<file path="src/hw/rtl/tst_pkg.sv">
// ----------------------------------------------------------------------------
// tst_pkg
// shared types and constants for the tick scheduler task table
// ----------------------------------------------------------------------------
package tst_pkg;

  localparam int MAX_TASKS_DEF = 8;
  // most results a single dispatch item may produce
  localparam int RES_CAP       = 8;
  localparam int CNT_W         = $clog2(RES_CAP + 1);

  typedef enum logic [1:0] {
    FUNC_TICK = 2'd0,
    FUNC_ADD  = 2'd1,
    FUNC_DEL  = 2'd2,
    FUNC_DISP = 2'd3
  } func_t;

  typedef enum logic [1:0] {
    ST_OK    = 2'd0,
    ST_FULL  = 2'd1,
    ST_EMPTY = 2'd2,
    ST_RANGE = 2'd3
  } status_t;

  typedef struct packed {
    func_t       func;
    logic [15:0] task_tag;
    logic [15:0] start_delay;
    logic [15:0] repeat_period;
    logic [5:0]  slot_sel;
  } req_t;

  typedef struct packed {
    status_t     status;
    logic [5:0]  slot_out;
    logic        run_valid;
    logic [15:0] run_tag;
    logic        last;
  } rsp_t;

  // one table slot as kept in the slot memory
  typedef struct packed {
    logic [15:0] tag;
    logic [15:0] delay;
    logic [15:0] period;
    logic [7:0]  pending;
  } entry_t;

  typedef enum logic [2:0] {
    S_IDLE,
    S_READ,
    S_PROC,
    S_ADD,
    S_DEL,
    S_FIN
  } state_t;

  // controller to datapath commands
  typedef struct packed {
    logic cap;
    logic rd;
    logic step;
    logic tick_wr;
    logic disp_wr;
    logic add_wr;
    logic add_full;
    logic del_do;
    logic fin;
  } cmd_t;

  // datapath to controller status
  typedef struct packed {
    func_t func;
    logic  idx_last;
    logic  used_idx;
    logic  pending_nz;
    logic  out_ready;
    logic  hold_valid;
    logic  cap_hit;
  } stat_t;

endpackage

</file>
<file path="src/hw/rtl/tst_ctrl.sv">
// ----------------------------------------------------------------------------
// tst_ctrl
// sequencer that walks the slot table for each item
// ----------------------------------------------------------------------------
module tst_ctrl
  import tst_pkg::*;
(
  input  logic  clk,
  input  logic  rst,
  input  logic  req_valid,
  input  func_t req_func,
  output logic  req_stall,
  input  stat_t stat,
  output cmd_t  cmd
);

  state_t state;
  state_t state_next;

  always_ff @(posedge clk) begin
    if (rst) begin
      state <= S_IDLE;
    end else begin
      state <= state_next;
    end
  end

  always_comb begin
    state_next = state;
    cmd        = '0;
    case (state)
      S_IDLE: begin
        if (req_valid) begin
          cmd.cap = 1'b1;
          case (req_func)
            FUNC_ADD: state_next = S_ADD;
            FUNC_DEL: state_next = S_DEL;
            default:  state_next = S_READ;
          endcase
        end
      end
      S_READ: begin
        cmd.rd     = 1'b1;
        state_next = S_PROC;
      end
      S_PROC: begin
        if (stat.func == FUNC_TICK || !stat.pending_nz) begin
          cmd.tick_wr = (stat.func == FUNC_TICK);
          if (stat.idx_last) begin
            state_next = S_FIN;
          end else begin
            cmd.step   = 1'b1;
            state_next = S_READ;
          end
        end else if (stat.hold_valid && !stat.out_ready) begin
          // earlier run still waiting for room in the output register
          state_next = S_PROC;
        end else begin
          cmd.disp_wr = 1'b1;
          if (stat.idx_last || stat.cap_hit) begin
            state_next = S_FIN;
          end else begin
            cmd.step   = 1'b1;
            state_next = S_READ;
          end
        end
      end
      S_ADD: begin
        if (!stat.used_idx) begin
          cmd.add_wr = 1'b1;
          state_next = S_FIN;
        end else if (stat.idx_last) begin
          cmd.add_full = 1'b1;
          state_next   = S_FIN;
        end else begin
          cmd.step = 1'b1;
        end
      end
      S_DEL: begin
        cmd.del_do = 1'b1;
        state_next = S_FIN;
      end
      S_FIN: begin
        if (stat.out_ready) begin
          cmd.fin    = 1'b1;
          state_next = S_IDLE;
        end
      end
      default: state_next = S_IDLE;
    endcase
  end

  assign req_stall = (state != S_IDLE);

endmodule

</file>
<file path="src/hw/rtl/tst_dp.sv">
// ----------------------------------------------------------------------------
// tst_dp
// slot memory, occupancy bits, slot walker, result hold and output register
// ----------------------------------------------------------------------------
module tst_dp
  import tst_pkg::*;
#(
  parameter int MAX_TASKS = MAX_TASKS_DEF
) (
  input  logic clk,
  input  logic rst,
  input  req_t req,
  input  cmd_t cmd,
  output stat_t stat,
  output logic rsp_valid,
  input  logic rsp_stall,
  output rsp_t rsp
);

  localparam int SLOT_W = (MAX_TASKS > 1) ? $clog2(MAX_TASKS) : 1;

  req_t                 req_q;
  logic [SLOT_W-1:0]    idx;
  logic [CNT_W-1:0]     cnt;
  rsp_t                 hold;
  logic                 hold_valid;
  logic [MAX_TASKS-1:0] used;
  entry_t               slot_mem [MAX_TASKS];
  entry_t               rd_data;
  rsp_t                 out_q;
  logic                 out_valid;

  entry_t            ent;
  entry_t            tick_ent;
  entry_t            disp_ent;
  entry_t            add_ent;
  entry_t            wr_ent;
  logic              mem_we;
  logic              out_ready;
  logic              push;
  rsp_t              push_data;
  logic              sel_in_range;
  logic [SLOT_W-1:0] sel_idx;

  // a free slot reads as all zero
  assign ent = used[idx] ? rd_data : '0;

  always_comb begin
    tick_ent = ent;
    if (ent.delay == 16'd0) begin
      if (ent.pending != 8'hFF) begin
        tick_ent.pending = ent.pending + 8'd1;
      end
      if (ent.period != 16'd0) begin
        tick_ent.delay = ent.period;
      end
    end else begin
      tick_ent.delay = ent.delay - 16'd1;
    end
  end

  always_comb begin
    disp_ent         = ent;
    disp_ent.pending = ent.pending - 8'd1;
  end

  assign add_ent = '{tag: req_q.task_tag, delay: req_q.start_delay,
                     period: req_q.repeat_period, pending: 8'd0};

  assign mem_we = (cmd.tick_wr && used[idx]) || cmd.disp_wr || cmd.add_wr;

  always_comb begin
    if (cmd.add_wr) begin
      wr_ent = add_ent;
    end else if (cmd.disp_wr) begin
      wr_ent = disp_ent;
    end else begin
      wr_ent = tick_ent;
    end
  end

  always_ff @(posedge clk) begin
    if (mem_we) begin
      slot_mem[idx] <= wr_ent;
    end
    if (cmd.rd) begin
      rd_data <= slot_mem[idx];
    end
  end

  assign sel_in_range = ({1'b0, req_q.slot_sel} < 7'(MAX_TASKS));
  assign sel_idx      = req_q.slot_sel[SLOT_W-1:0];

  always_ff @(posedge clk) begin
    if (rst) begin
      used <= '0;
    end else begin
      if (cmd.add_wr) begin
        used[idx] <= 1'b1;
      end
      if (cmd.disp_wr && ent.period == 16'd0) begin
        used[idx] <= 1'b0;
      end
      if (cmd.del_do && sel_in_range) begin
        used[sel_idx] <= 1'b0;
      end
    end
  end

  always_ff @(posedge clk) begin
    if (cmd.cap) begin
      req_q <= req;
    end
  end

  always_ff @(posedge clk) begin
    if (rst) begin
      idx        <= '0;
      cnt        <= '0;
      hold_valid <= 1'b0;
    end else if (cmd.cap) begin
      idx        <= '0;
      cnt        <= '0;
      hold_valid <= 1'b0;
    end else begin
      if (cmd.step) begin
        idx <= idx + 1'b1;
      end
      if (cmd.disp_wr) begin
        cnt <= cnt + 1'b1;
      end
      if (cmd.disp_wr || cmd.add_wr || cmd.add_full || cmd.del_do) begin
        hold_valid <= 1'b1;
      end else if (cmd.fin) begin
        hold_valid <= 1'b0;
      end
    end
  end

  always_ff @(posedge clk) begin
    if (cmd.disp_wr) begin
      hold <= '{status: ST_OK, slot_out: 6'(idx), run_valid: 1'b1,
                run_tag: ent.tag, last: 1'b0};
    end else if (cmd.add_wr) begin
      hold <= '{status: ST_OK, slot_out: 6'(idx), run_valid: 1'b0,
                run_tag: 16'd0, last: 1'b0};
    end else if (cmd.add_full) begin
      hold <= '{status: ST_FULL, slot_out: 6'd0, run_valid: 1'b0,
                run_tag: 16'd0, last: 1'b0};
    end else if (cmd.del_do) begin
      hold <= '{status: !sel_in_range ? ST_RANGE : (used[sel_idx] ? ST_OK : ST_EMPTY),
                slot_out: req_q.slot_sel, run_valid: 1'b0, run_tag: 16'd0, last: 1'b0};
    end
  end

  // output register
  assign out_ready = !out_valid || !rsp_stall;
  assign push      = cmd.fin || (cmd.disp_wr && hold_valid);

  always_comb begin
    if (!cmd.fin) begin
      push_data = hold;
    end else if (hold_valid) begin
      push_data      = hold;
      push_data.last = 1'b1;
    end else begin
      push_data = '{status: ST_OK, slot_out: 6'd0, run_valid: 1'b0,
                    run_tag: 16'd0, last: 1'b1};
    end
  end

  always_ff @(posedge clk) begin
    if (rst) begin
      out_valid <= 1'b0;
    end else if (push) begin
      out_valid <= 1'b1;
    end else if (!rsp_stall) begin
      out_valid <= 1'b0;
    end
  end

  always_ff @(posedge clk) begin
    if (push) begin
      out_q <= push_data;
    end
  end

  assign rsp_valid = out_valid;
  assign rsp       = out_q;

  assign stat.func       = req_q.func;
  assign stat.idx_last   = (idx == SLOT_W'(MAX_TASKS - 1));
  assign stat.used_idx   = used[idx];
  assign stat.pending_nz = (ent.pending != 8'd0);
  assign stat.out_ready  = out_ready;
  assign stat.hold_valid = hold_valid;
  assign stat.cap_hit    = (cnt == CNT_W'(RES_CAP - 1));

  a_fin_room: assert property (@(posedge clk) disable iff (rst)
    cmd.fin |-> out_ready)
    else $error("final result pushed into a full output register");

  a_run_room: assert property (@(posedge clk) disable iff (rst)
    (cmd.disp_wr && hold_valid) |-> out_ready)
    else $error("held run pushed into a full output register");

  a_run_count: assert property (@(posedge clk) disable iff (rst)
    (hold_valid && hold.run_valid) |-> (cnt != '0))
    else $error("held run without a counted result");

  a_used_stable: assert property (@(posedge clk) disable iff (rst)
    !(cmd.add_wr || cmd.disp_wr || cmd.del_do) |=> $stable(used))
    else $error("slot occupancy changed without a command");

endmodule

</file>
<file path="src/hw/rtl/tick_scheduler_task_table.sv">
// ----------------------------------------------------------------------------
// tick_scheduler_task_table
// time-triggered cooperative task table with tick, add, delete and dispatch
// ----------------------------------------------------------------------------
// The block holds MAX_TASKS task slots and takes one request item at a time:
// tick ages every occupied slot, add places a task in the lowest free slot,
// delete frees one slot and dispatch returns every slot with pending runs in
// slot order (at most eight results, the last one flagged). Slot contents sit
// in a single-port-read memory with a registered read, so tick and dispatch
// visit each slot in a read state and then a process state; a dispatch ends
// early once its eighth run is out. Add walks the slots up to the lowest free
// one, delete goes straight to its selected slot, and every item is held while
// the result side stalls. req_stall is high from acceptance until the final
// result has entered the output register, which then waits on its own.
// ----------------------------------------------------------------------------
module tick_scheduler_task_table
  import tst_pkg::*;
#(
  parameter int MAX_TASKS = MAX_TASKS_DEF
) (
  input  logic clk,
  input  logic rst,
  input  logic req_valid,
  output logic req_stall,
  input  req_t req,
  output logic rsp_valid,
  input  logic rsp_stall,
  output rsp_t rsp
);

  // command and status between sequencer and datapath
  cmd_t  cmd;
  stat_t stat;

  // sequencer: decides per cycle which slot operation the datapath performs
  tst_ctrl u_ctrl (
    .clk       (clk),
    .rst       (rst),
    .req_valid (req_valid),
    .req_func  (req.func),
    .req_stall (req_stall),
    .stat      (stat),
    .cmd       (cmd)
  );

  // datapath: slot memory, occupancy bits, result hold and output register
  tst_dp #(
    .MAX_TASKS (MAX_TASKS)
  ) u_dp (
    .clk       (clk),
    .rst       (rst),
    .req       (req),
    .cmd       (cmd),
    .stat      (stat),
    .rsp_valid (rsp_valid),
    .rsp_stall (rsp_stall),
    .rsp       (rsp)
  );

endmodule

</file>
<file path="config.mk">
export PLATFORM = sky130hd
export DESIGN_NAME = tick_scheduler_task_table
export DESIGN_NICKNAME = d
export VERILOG_FILES = /design/src/hw/rtl/tst_pkg.sv /design/src/hw/rtl/tst_ctrl.sv /design/src/hw/rtl/tst_dp.sv /design/src/hw/rtl/tick_scheduler_task_table.sv
export SDC_FILE = /design/constraint.sdc
export NUM_CORES = 1
export LEC_CHECK = 0
export BUFFER_PORTS_ARGS = -buffer_cell sky130_fd_sc_hd__buf_2
export CAP_MARGIN = 20
export CORE_MARGIN = 10
export CORE_UTILIZATION = 29
export CTS_CLUSTER_SIZE = 25
export DETAILED_ROUTE_END_ITERATION = 10
export GPL_ROUTABILITY_DRIVEN = 0
export RECOVER_POWER = 50
export REMOVE_ABC_BUFFERS = 1
export SLEW_MARGIN = 20
export SYNTH_ARGS = -nofsm -noshare
export SYNTH_HDL_FRONTEND = slang
export SYNTH_SLANG_ARGS = --single-unit
</file>
<file path="constraint.sdc">
create_clock -name clk -period 8.53 [get_ports clk]
set_input_delay 1.706 -clock clk [delete_from_list [all_inputs] [get_ports clk]]
set_output_delay 1.706 -clock clk [all_outputs]
set_load 0.01 [all_outputs]
</file>
# Word level (Yosys, flattened, before mapping)
# Memories as Yosys holds them, arrays and structs flattened. A register that Yosys moved wholly into a read port is not among the register bits.
# Cells that the tools add are included.
# op_classes
bitwise_logic,5
n_eq_ne,14
order_cmp,5
muxes,64
n_reduce_logical,35
n_addsub,5
# op_table
cell,count
56-bit 2-to-1 mux,2
8-bit 2-to-1 mux,7
26-bit 2-to-1 mux,2
25-bit 2-to-1 mux,2
21-bit 2-to-1 mux,2
40-bit 2-to-1 mux,1
16-bit zero test,2
16-bit 2-to-1 mux,2
1-bit 2-to-1 mux,27
3-bit 2-to-1 mux,8
3-bit case mux with 6 select lines,1
8-bit AND,2
8-bit inverter,2
16-bit nonzero test,1
16-bit by 1-bit subtractor with 16-bit output (second input constant),1
3-bit equality test (second input constant),3
1-bit logical OR,9
8-bit by 1-bit adder with 8-bit output (second input constant),1
3-bit by 4-bit less-than comparator with 1-bit output (second input constant),2
2-bit 2-to-1 mux,4
8-bit != test (second input constant),1
8-bit OR,1
8-bit nonzero test,1
8-bit by 1-bit subtractor with 8-bit output (second input constant),1
other kinds (26),43
# word_totals
inputBits,60
ram_bits,448
n_memories,1
reg_bits,127
output_inout_bits,28
# memory_table
name,words,width,read_ports,rd_ports_with_merged_regs,write_ports,line,source
u_dp.slot_mem,8,56,1,1,1,tst_dp.sv:28,entry_t slot_mem [MAX_TASKS];

# Logic depth before layout (Yosys ltp)
# Gate-level depths: netlist (run 1).
# depth
ltp_word,13
depth_mapped,16
ltp_nobuf,12

# Cells and area by module
# From an unflattened synthesis (run 1), not the netlist that was laid out.
# hier_totals
hier_cells,1533
hier_area_um2,24212.0
# by_module_without_submodules
module,area_each_um2,cells_each,seq_area_each_um2,instances
tst_dp,23857.9,1483,18627.9,1
tst_ctrl,354.1,50,60.1,1

# Worst setup path before layout (run 1)
# Ideal clock, no wire load.
# synth_path
path_kind,reg2reg
startpoint,register u_dp.idx[0]
endpoint,memory u_dp.slot_mem[6][0] in the netlist's numbering (enable)
path_stages_with_launch,13
n_path_buf,4
setup_slack_ns,1.531
required_time_ns,7.991
setup_ns,0.539
synth_period_minus_slack_ns,6.999
arrival_ns,6.460
path_cell_list,dfxtp_1 > clkbuf_1 > mux4_2 > nand2_1 > buf_2 > nand2_1 > ha_1 > clkbuf_1 > a211o_1 > clkbuf_1 > a21oi_1 > a211oi_2 > nor3_1
# synth_via
elab_chain_len,13
elab_cells_between_ends,16
cone_classes,mux (10); reduce/logical (6)
# synth_lines
item,line,source
from (decl),tst_dp.sv:23,logic [SLOT_W-1:0] idx;
from (signal assigned),tst_dp.sv:127,idx <= idx + 1'b1;
1-bit binary-select mux with 3-bit select,"tst_dp.sv:46, tst_dp.sv:70, tst_dp.sv:193",
1-bit 2-to-1 mux (not written as such),"tst_dp.sv:46, tst_dp.sv:70, tst_dp.sv:193",
56-bit 2-to-1 mux,tst_dp.sv:46,assign ent = used[idx] ? rd_data : '0;
8-bit nonzero test,tst_dp.sv:194,assign stat.pending_nz = (ent.pending != 8'd0);
1-bit zero test,tst_ctrl.sv:47,if (stat.func == FUNC_TICK || !stat.pending_nz) begin
1-bit logical OR,tst_ctrl.sv:47,
1-bit 2-to-1 mux,tst_ctrl.sv:47,
2-bit 2-to-1 mux,tst_ctrl.sv:31,case (state)
1-bit logical AND,tst_dp.sv:70,assign mem_we = (cmd.tick_wr && used[idx]) || cmd.disp_wr || cmd.add_wr;
1-bit logical OR (2 in series),tst_dp.sv:70,
1-bit 2-to-1 mux,tst_dp.sv:83,if (mem_we) begin
1-bit 2-to-1 mux (not written as such),tst_dp.sv:84,slot_mem[idx] <= wr_ent;
to (decl),tst_dp.sv:28,
# Parallel ways exist; a longest one is shown, timed or not. The select of a mux whose other input is x is not followed.

==> results of run 1 <==
layout make-up:
class	instances	area (µm²)
flip-flops and latches	631	18690
fillers	7902	55130
clock buffers	81	1772
multi-input cells	770	5187
repair buffers	112	583.1
well taps	1080	1351
inverters	15	56.30
clock inverters	42	526.8
kinds of logic (layout without fill, tap and decap cells):
kind of cell,count (synthesis),after routing
buffers and inverters,114,250
muxes,11,11
AOI/OAI and AO/OA,396,396
adders and majority gates,7,7
xor gates and xnor gates,11,11
and+or+nand+nor,345,345
DFF,631,631
critical path: stages (launching register included):
cell,delay [ps]
dfxtp_1,840
nor3b_1,140
o21ai_0,480
nand2_1,1110
nand2_1,540
ha_1,390
nand3_1,350
nand2_1,190
clkbuf_1,850
nand2_1,600
o21ai_0,850
stage by stage:
| step | util | worst slack (ps) | cell area (µm²) |
|---|---|---|---|
| finish | 0.3382 | 1833 | 28160 |
| global route | 0.3382 | 1410 | 28160 |
| CTS | 0.3393 | 1956 | 28260 |
| detailed placement | 0.3117 | 1954 | 25960 |
| global placement | 0.3117 | 2129 | 25960 |
| floorplan | - | -97.12 | 23870 |
per-layer routing:
metal  vias up  wire length [µm]  global-route usage
met4         0              1411             0.03686
met2       657             28350              0.1969
met5         -                 0                   0
met3       109              4978             0.02727
li1       6350                 -                   -
met1      7312             27700              0.1767
worst max-delay path by stage:
stage          slack [ps]                startpoint                             end
2_1_floorplan        -100  u_dp.idx[2]$_SDFFE_PP0P_   u_dp.slot_mem[6][0]$_DFFE_PP_
4_1_cts              1960  u_dp.idx[2]$_SDFFE_PP0P_  u_dp.slot_mem[5][14]$_DFFE_PP_
3_3_place_gp         2130  u_dp.idx[2]$_SDFFE_PP0P_  u_dp.slot_mem[5][47]$_DFFE_PP_
5_1_grt              1410  u_dp.idx[2]$_SDFFE_PP0P_  u_dp.slot_mem[5][30]$_DFFE_PP_
3_5_place_dp         1950  u_dp.idx[2]$_SDFFE_PP0P_  u_dp.slot_mem[5][41]$_DFFE_PP_
6_report             1830  u_dp.idx[2]$_SDFFE_PP0P_  u_dp.slot_mem[7][32]$_DFFE_PP_
Yosys cell counts, types with 7 or more instances:
cell	instances
clkbuf_1	83
a22oi_1	231
ha_1	7
edfxtp_1	605
a21oi_1	41
and3_1	26
buf_2	11
nor3b_1	13
nor3_1	27
xnor2_1	8
o21ai_0	26
inv_1	15
nor2b_1	33
nand2_1	66
a31oi_1	7
dfxtp_1	26
nor2_1	39
a22o_1	24
o211ai_1	7
nand4_1	62
nor4_1	9
nand3_1	35
power by group through the flow:
stage / registers [µW] / logic, µW / clock network, µW
6_report: 3580 / 289 / 3000
5_1_grt: 3590 / 318 / 3190
2_1_floorplan: 3600 / 181 / 0
3_5_place_dp: 3630 / 293 / 0
3_3_place_gp: 3630 / 286 / 0
4_1_cts: 3570 / 294 / 3070
sequential cells by signal, indices dropped and copies added (netlist names):
register         flops
u_dp.cnt             4
u_dp.req_q           6
u_dp.add_ent        48
u_ctrl.state         3
u_dp.rd_data        56
u_dp.stat            2
u_dp.slot_mem      448
u_dp.idx             3
u_dp.used            8
u_dp.rsp            26
u_dp.rsp_valid       1
u_dp.hold_valid      1
u_dp.hold           25
==> results_dict.tcl, run 1 <==
set metrics [dict create \
    status "complete, but fails checks" \
    failed_checks "capacitance limit, slew limit" \
    critical_path_required_ps 8810 \
    drv_slew 289 \
    drc 0 \
    worstReg2RegStart "u_dp.idx[2]$_SDFFE_PP0P_" \
    port_buffers 87 \
    clockRootBuffer "clkbuf_16" \
    rsz0062_at_grt "no" \
    worstMarginPinSlew_ps 4535 \
    finalCritPeriodShare 0.7851 \
    holdPathEnd "u_dp.hold[22]$_SDFFE_PP0P_" \
    synth_edf_count 605 \
    clk_pin_slew_ps 60 \
    cts_htree_levels 3 \
    io_pins 88 \
    finalPower_uw 6870 \
    netSwitchingFraction 0.2169 \
    die_width_um 309.2 \
    worstHoldStart "u_dp.hold[22]$_SDFFE_PP0P_" \
    grt_pass1_wl_mm 92.18 \
    grt_max_degree 60 \
    post_cts_buffers 0 \
    layout_common_cells "605 x edfxtp_1, 231 x a22oi_1, 69 x clkbuf_16, 66 x nand2_1, 62 x nand4_1" \
    final.setup.tns_ps 0 \
    rows 106 \
    clk_path_buf_depth 3 \
    syn2layout_area_growth_pct 16.10 \
    finalHoldViolCount 0 \
    drt-total-wl_mm 62.44 \
    drive_gt1_frac 0.1224 \
    syn_avg_cell_area_um2 16.01 \
    ys.flop_type "edfxtp_1" \
    setup_viol 0 \
    cp-start-kind "flip-flop" \
    cts_buffers 68 \
    worstPathArrival_ps 6980 \
    ys_async_sr_fraction 0 \
    synth_mux_area_frac 0.006757 \
    internal-power_uw 5380 \
    power_frac_clock 0.437 \
    peakVddDrop_v 0.0001158 \
    power.switching_uw 1490 \
    synth_area_leaders "edfxtp_1 75%, a22oi_1 7.1%, dfxtp_1 2.1%" \
    synth_top_family_by_area "compound AO/OA/AOI/OAI gates" \
    syn_area_mm2 0.02426 \
    first_global_vias 14290 \
    post_drt_wl_per_cell_um 22.86 \
    cp_max_fo 42 \
    drt_first_pass_iters 6 \
    netlist_instances 1515 \
    hold_class "reg -> reg" \
    initial_core_util 0.2913 \
    fin_crit_ps 6697 \
    grt_antenna_before_repair 3 \
    yosysTopAreaCellShare 0.7489 \
    dp_cells 2606 \
    slew_headroom -2.023 \
    cts_hold_buffers 0 \
    power_frac_comb 0.042 \
    synth.distinct_cells 69 \
    antenna_cells 0 \
    synth-simple-area-share 0.07706 \
    synth_compound_area_frac 0.1197 \
    cts_resized 0 \
    worstSetupEndpointType "flip-flop" \
    seqPwrFrac 0.521 \
    power_density_mw_per_mm2 243.9 \
    timing.hold.ws_ps 469.1 \
    stdcell_count 2731 \
    core_mm2 0.08329 \
    grtUsageTotal 0.1268 \
    finalClockSkew_ps 33.39 \
    yosys.area_share.adder 0.003610 \
    final_common_cell "edfxtp_1" \
    r2r_setup_slack_ps 1830 \
    drv_cap 6 \
    r2r-end "u_dp.slot_mem[7][32]$_DFFE_PP_" \
    ys_seq_area_frac 0.7704 \
    viasPerCell 5.283 \
    max_freq_mhz 149.3 \
    first_iter_violations 1467 \
    dieArea_mm2 0.09562 \
    yosysTopAreaCell "edfxtp_1" \
    ys_warn_count 0 \
    reg2reg_depth 10 \
    grt_overflow_total 0 \
    leakagePower_uw 0.008924 \
    vias 14430 \
    die-height_um 309.2 \
    tritoncts "yes" \
    criticalPathCategory "reg -> reg" \
    clock-sinks 631 \
    worstSkewPairLatency_ps 620 \
    hold_depth 1 \
    ys_ff_latch 631 \
    dp_hpwl_mm 34.19 \
    synth_xor_xnor_area_share 0.003972 \
    antenna_left 0 \
    layout.nets 1665 \
]
Note: power is estimated with default switching activity, not from simulation.
==> run 2, diff against run 1 <==
==> constraint.sdc (replaced) <==
create_clock -name clk -period 6.7 [get_ports clk]
set_input_delay 1.34 -clock clk [delete_from_list [all_inputs] [get_ports clk]]
set_output_delay 1.34 -clock clk [all_outputs]
set_load 0.01 [all_outputs]
==> results_dict.tcl, run 2 (synthesis gave the netlist of run 1 again) <==
set metrics [dict create \
    layout_common_cells "605 x edfxtp_1, 231 x a22oi_1, 67 x clkbuf_16, 66 x nand2_1, 63 x clkbuf_1" \
    rsz0062_at_grt "no" \
    drive_gt1_frac 0.1116 \
    worstPathArrival_ps 5850 \
    grt_pass1_wl_mm 92.08 \
    core_mm2 0.08329 \
    fin_util 0.3347 \
    cts_resized 0 \
    clk_path_buf_depth 3 \
    post_cts_buffers 0 \
    finalClockSkew_ps 33.92 \
    dp_cells 2612 \
    status "complete, but fails checks" \
    syn2layout_area_growth_pct 14.92 \
    slew_headroom -1.835 \
    clk_pin_slew_ps 60 \
    first_global_vias 14350 \
    grt-busiest-layer "met2" \
    max_freq_mhz 178.9 \
    drt-total-wl_mm 62.00 \
    grt_antenna_before_repair 2 \
    dp_hpwl_mm 33.94 \
    vias 14390 \
    die_width_um 309.2 \
    peakVddDrop_v 0.0001448 \
    io_pins 88 \
    clock-sinks 631 \
    clockRootBuffer "clkbuf_16" \
    final_common_cell "edfxtp_1" \
    drv_cap 5 \
    cp_max_fo 38 \
    layout.nets 1667 \
    dieArea_mm2 0.09562 \
    cp-start-kind "flip-flop" \
    finalCritPeriodShare 0.8345 \
    criticalPathCategory "reg -> reg" \
    worstSkewPairLatency_ps 610 \
    largest_register_ffs 448 \
    final.setup.tns_ps 0 \
    hold_class "reg -> reg" \
    initial_core_util 0.2913 \
    top_register "u_dp.slot_mem" \
    worstSetupEndpointType "flip-flop" \
    drt_first_pass_iters 8 \
    num-fill-cells 7989 \
    timing.hold.ws_ps 467.7 \
    die-height_um 309.2 \
    drv_slew 258 \
    cts_hold_buffers 0 \
    antenna_left 0 \
    met3_usage 0.03306 \
    cts_buffers 66 \
    setup_slack_ps 1109 \
    first_iter_violations 1242 \
    finalHoldViolCount 0 \
    grt_max_degree 60 \
    fin_crit_ps 5591 \
    met1_usage 0.1725 \
    power_density_mw_per_mm2 296.1 \
    failed_checks "capacitance limit, slew limit" \
    worstMarginPinSlew_ps 4252 \
    tritoncts "yes" \
    stdcell_count 2729 \
    port_buffers 87 \
    grt_overflow_total 0 \
    critical_path_required_ps 6960 \
    viasPerCell 5.272 \
    rows 106 \
    drc 0 \
    cts_htree_levels 3 \
    setup_viol 0 \
    leakagePower_uw 0.008766 \
    grtUsageTotal 0.1271 \
    dpl_worst_slack_ps 1719 \
    use_met2 0.1986 \
    post_drt_wl_per_cell_um 22.72 \
    antenna_cells 0 \
]
==> run 2: where the power goes <==
part	internal [µW]	total [µW]	switching (µW)
combinational	117	365	248
sequential	4470	4560	91.5
clock	1850	3330	1480
total	6430	8250	1820
==> run 2: per-layer routing <==
layer	share of wire	vias to the layer above
met5	0	-
met4	0.023	0
met3	0.089	106
met2	0.45	666
met1	0.43	7258
li1	-	6358
==> run 2: cell type report <==
| type | instances | area [µm²] | area share |
|---|---|---|---|
| clock inverter | 37 | 229.0 | 0.008213 |
| tap | 1080 | 1351 | 0.04847 |
| clock buffer | 80 | 1725 | 0.06189 |
| inverter | 15 | 56.30 | 0.002020 |
| sequential | 631 | 18690 | 0.6703 |
| timing repair buffer | 116 | 635.6 | 0.02280 |
| multi-input combinational | 770 | 5192 | 0.1863 |
==> run 2: worst paths after layout <==
path / from / to / depth (start not counted) / slack (ps)
hold reg to reg: u_dp.hold[22]$_SDFFE_PP0P_ / u_dp.hold[22]$_SDFFE_PP0P_ / 1 / 470
setup / recovery: u_dp.idx[2]$_SDFFE_PP0P_ / u_dp.slot_mem[1][11]$_DFFE_PP_ / 11 / 1110
hold / removal: u_dp.hold[22]$_SDFFE_PP0P_ / u_dp.hold[22]$_SDFFE_PP0P_ / 1 / 470
setup reg to reg: u_dp.idx[2]$_SDFFE_PP0P_ / u_dp.slot_mem[1][11]$_DFFE_PP_ / 11 / 1110
==> run 2: stage by stage <==
stage	area, µm²	power [µW]
after floorplan	23870	4817
after global placement	26050	4995
after detailed placement	26060	5001
after CTS	28010	8330
after global routing	27880	8539
final	27880	8254
==> run 2: critical path, cell delays in order (launching register included) <==
cell and delay [ps]:
dfxtp_1 800, mux2i_1 150, mux4_2 580, nand2_1 750
nand2_1 270, ha_1 350, a211o_1 420, a21oi_1 170
a211oi_1 110, clkbuf_1 390, nor2b_4 840, buf_12 370
==> run 3, diff against run 2 <==
==> constraint.sdc (replaced) <==
create_clock -name clk -period 5.27 [get_ports clk]
set_input_delay 1.054 -clock clk [delete_from_list [all_inputs] [get_ports clk]]
set_output_delay 1.054 -clock clk [all_outputs]
set_load 0.01 [all_outputs]
==> results_dict.tcl, run 3 (synthesis gave the netlist of run 1 again) <==
set metrics [dict create \
    peakVddDrop_v 0.0001935 \
    worstMarginPinSlew_ps 3000 \
    worstSkewPairLatency_ps 610 \
    slew_headroom -0.9998 \
    rows 106 \
    max_freq_mhz 211.6 \
    critical_path_required_ps 5560 \
    first_iter_violations 1444 \
    clock-sinks 631 \
    clockRootBuffer "clkbuf_16" \
    antenna_cells 0 \
    core_mm2 0.08329 \
    dp_cells 2625 \
    post-route-cell-area_mm2 0.02817 \
    path_cells "mux2i_1 -> mux4_2 -> nand2_1 -> nand2_1 -> ha_1 -> nor4b_1 -> nand4_1 -> nand3_1 -> a31oi_1 -> o21ai_0" \
    syn2layout_area_growth_pct 16.13 \
    post_cts_buffers 0 \
    setup_viol 0 \
    antenna_left 0 \
    layout.nets 1681 \
    final_common_cell "edfxtp_1" \
    cp-start-kind "flip-flop" \
    cp_common_cell "nand2_1" \
    drive_gt1_frac 0.1334 \
    failed_checks "capacitance limit, slew limit" \
    cp_max_fo 21 \
    drc 0 \
    grt_max_degree 60 \
    dpl_worst_slack_ps 867.6 \
    power_frac_comb 0.044 \
    slowest_stage "dfxtp_1" \
    cts_hold_buffers 0 \
    rsz0062_at_grt "no" \
    netSwitchingFraction 0.2165 \
    viasPerCell 5.285 \
    leakagePower_uw 0.008974 \
    post_drt_wl_per_cell_um 22.89 \
    finalCritPeriodShare 0.8967 \
    top_register "u_dp.slot_mem" \
    largest_register_ffs 448 \
    power_frac_clock 0.423 \
    die-height_um 309.2 \
    cp_top_family "simple AND/OR/NAND/NOR gates" \
    first_global_vias 14440 \
    stdcell_count 2744 \
    dieArea_mm2 0.09562 \
    finalClockSkew_ps 20.73 \
    finalHoldViolCount 0 \
    seqPwrFrac 0.533 \
    internal-power_uw 8503 \
    fin_crit_ps 4726 \
    cts_buffers 67 \
    dpl-instance-area_mm2 0.02617 \
    num-fill-cells 7924 \
    power.switching_uw 2350 \
    cts_resized 0 \
    drv_cap 4 \
    drv_slew 201 \
    hold_class "reg -> reg" \
    worstSetupEndpointType "flip-flop" \
    power_density_mw_per_mm2 385.2 \
    setup_slack_ps 544.3 \
    port_buffers 87 \
    status "complete, but fails checks" \
    clk_pin_slew_ps 60 \
    grt_pass1_wl_mm 93.22 \
    tritoncts "yes" \
    initial_core_util 0.2913 \
    die_width_um 309.2 \
    path_buf_inv 0 \
    worstPathArrival_ps 5020 \
    grt_antenna_before_repair 2 \
    critPathMaxStageDelay_ps 820 \
    grtUsageTotal 0.1277 \
    layout_common_cells "605 x edfxtp_1, 231 x a22oi_1, 67 x clkbuf_16, 66 x nand2_1, 62 x nand4_1" \
    vias 14500 \
    clk_path_buf_depth 3 \
    drt-total-wl_mm 62.82 \
    cts_htree_levels 3 \
    drt_first_pass_iters 5 \
    grt_overflow_total 0 \
    criticalPathCategory "reg -> reg" \
    dp_hpwl_mm 34.96 \
    io_pins 88 \
]
-- run 3: changes by cell type in the layout (fill, tap and decap cells not counted), moves of 3 or more --
cell       previous run  this run
clkinv_1             16         6
nor2_1               39        36
clkinv_2              7        17
buf_2                44        51
bufinv_16             0         6
clkbuf_2              0         4
buf_4                17        28
clkbuf_1             63        50
-- run 3: final cells by class --
cell class,count,area [µm²],area share
multi-input cells,770,5187,0.1841
clock inverters,40,391.6,0.01390
clock buffers,79,1742,0.06182
flip-flops and latches,631,18690,0.6634
inverters,15,56.30,0.001999
repair buffers,129,755.7,0.02683
well taps,1080,1351,0.04797
-- run 3: routing by layer --
metal  global-route usage  part of all wire
met1               0.1793              0.45
met2               0.1976              0.45
met3              0.02434             0.079
met4              0.04079             0.024
met5                    0                 0
-- run 3: power by group through the flow --
stage	combinational, µW	sequential (µW)	clock, µW
2_1_floorplan	293	5830	0
3_3_place_gp	476	5880	0
3_5_place_dp	488	5880	0
4_1_cts	489	5780	4680
5_1_grt	524	5790	4880
6_report	478	5790	4590
-- run 3: path summary, 6_finish.rpt --
kind                                     to  slack [ps]  depth (start not counted)                        from
min              u_dp.hold[23]$_SDFFE_PP0P_         470                          1  u_dp.hold[23]$_SDFFE_PP0P_
min reg2reg      u_dp.hold[23]$_SDFFE_PP0P_         470                          1  u_dp.hold[23]$_SDFFE_PP0P_
max reg2reg  u_dp.slot_mem[4][30]$_DFFE_PP_         540                         10    u_dp.idx[2]$_SDFFE_PP0P_
max          u_dp.slot_mem[4][30]$_DFFE_PP_         540                         10    u_dp.idx[2]$_SDFFE_PP0P_
-- run 3: stage by stage --
stage | total power [µW] | hold slack (ps) | utilization | TNS (ps)
floorplan | 6124 | 434.7 | - | -960170
detailed placement | 6367 | 459.5 | 0.3142 | 0
finish | 10850 | 474.9 | 0.3382 | 0
global route | 11200 | 492.6 | 0.3382 | 0
CTS | 10940 | 473.1 | 0.3398 | 0
global placement | 6356 | 460.1 | 0.3142 | 0
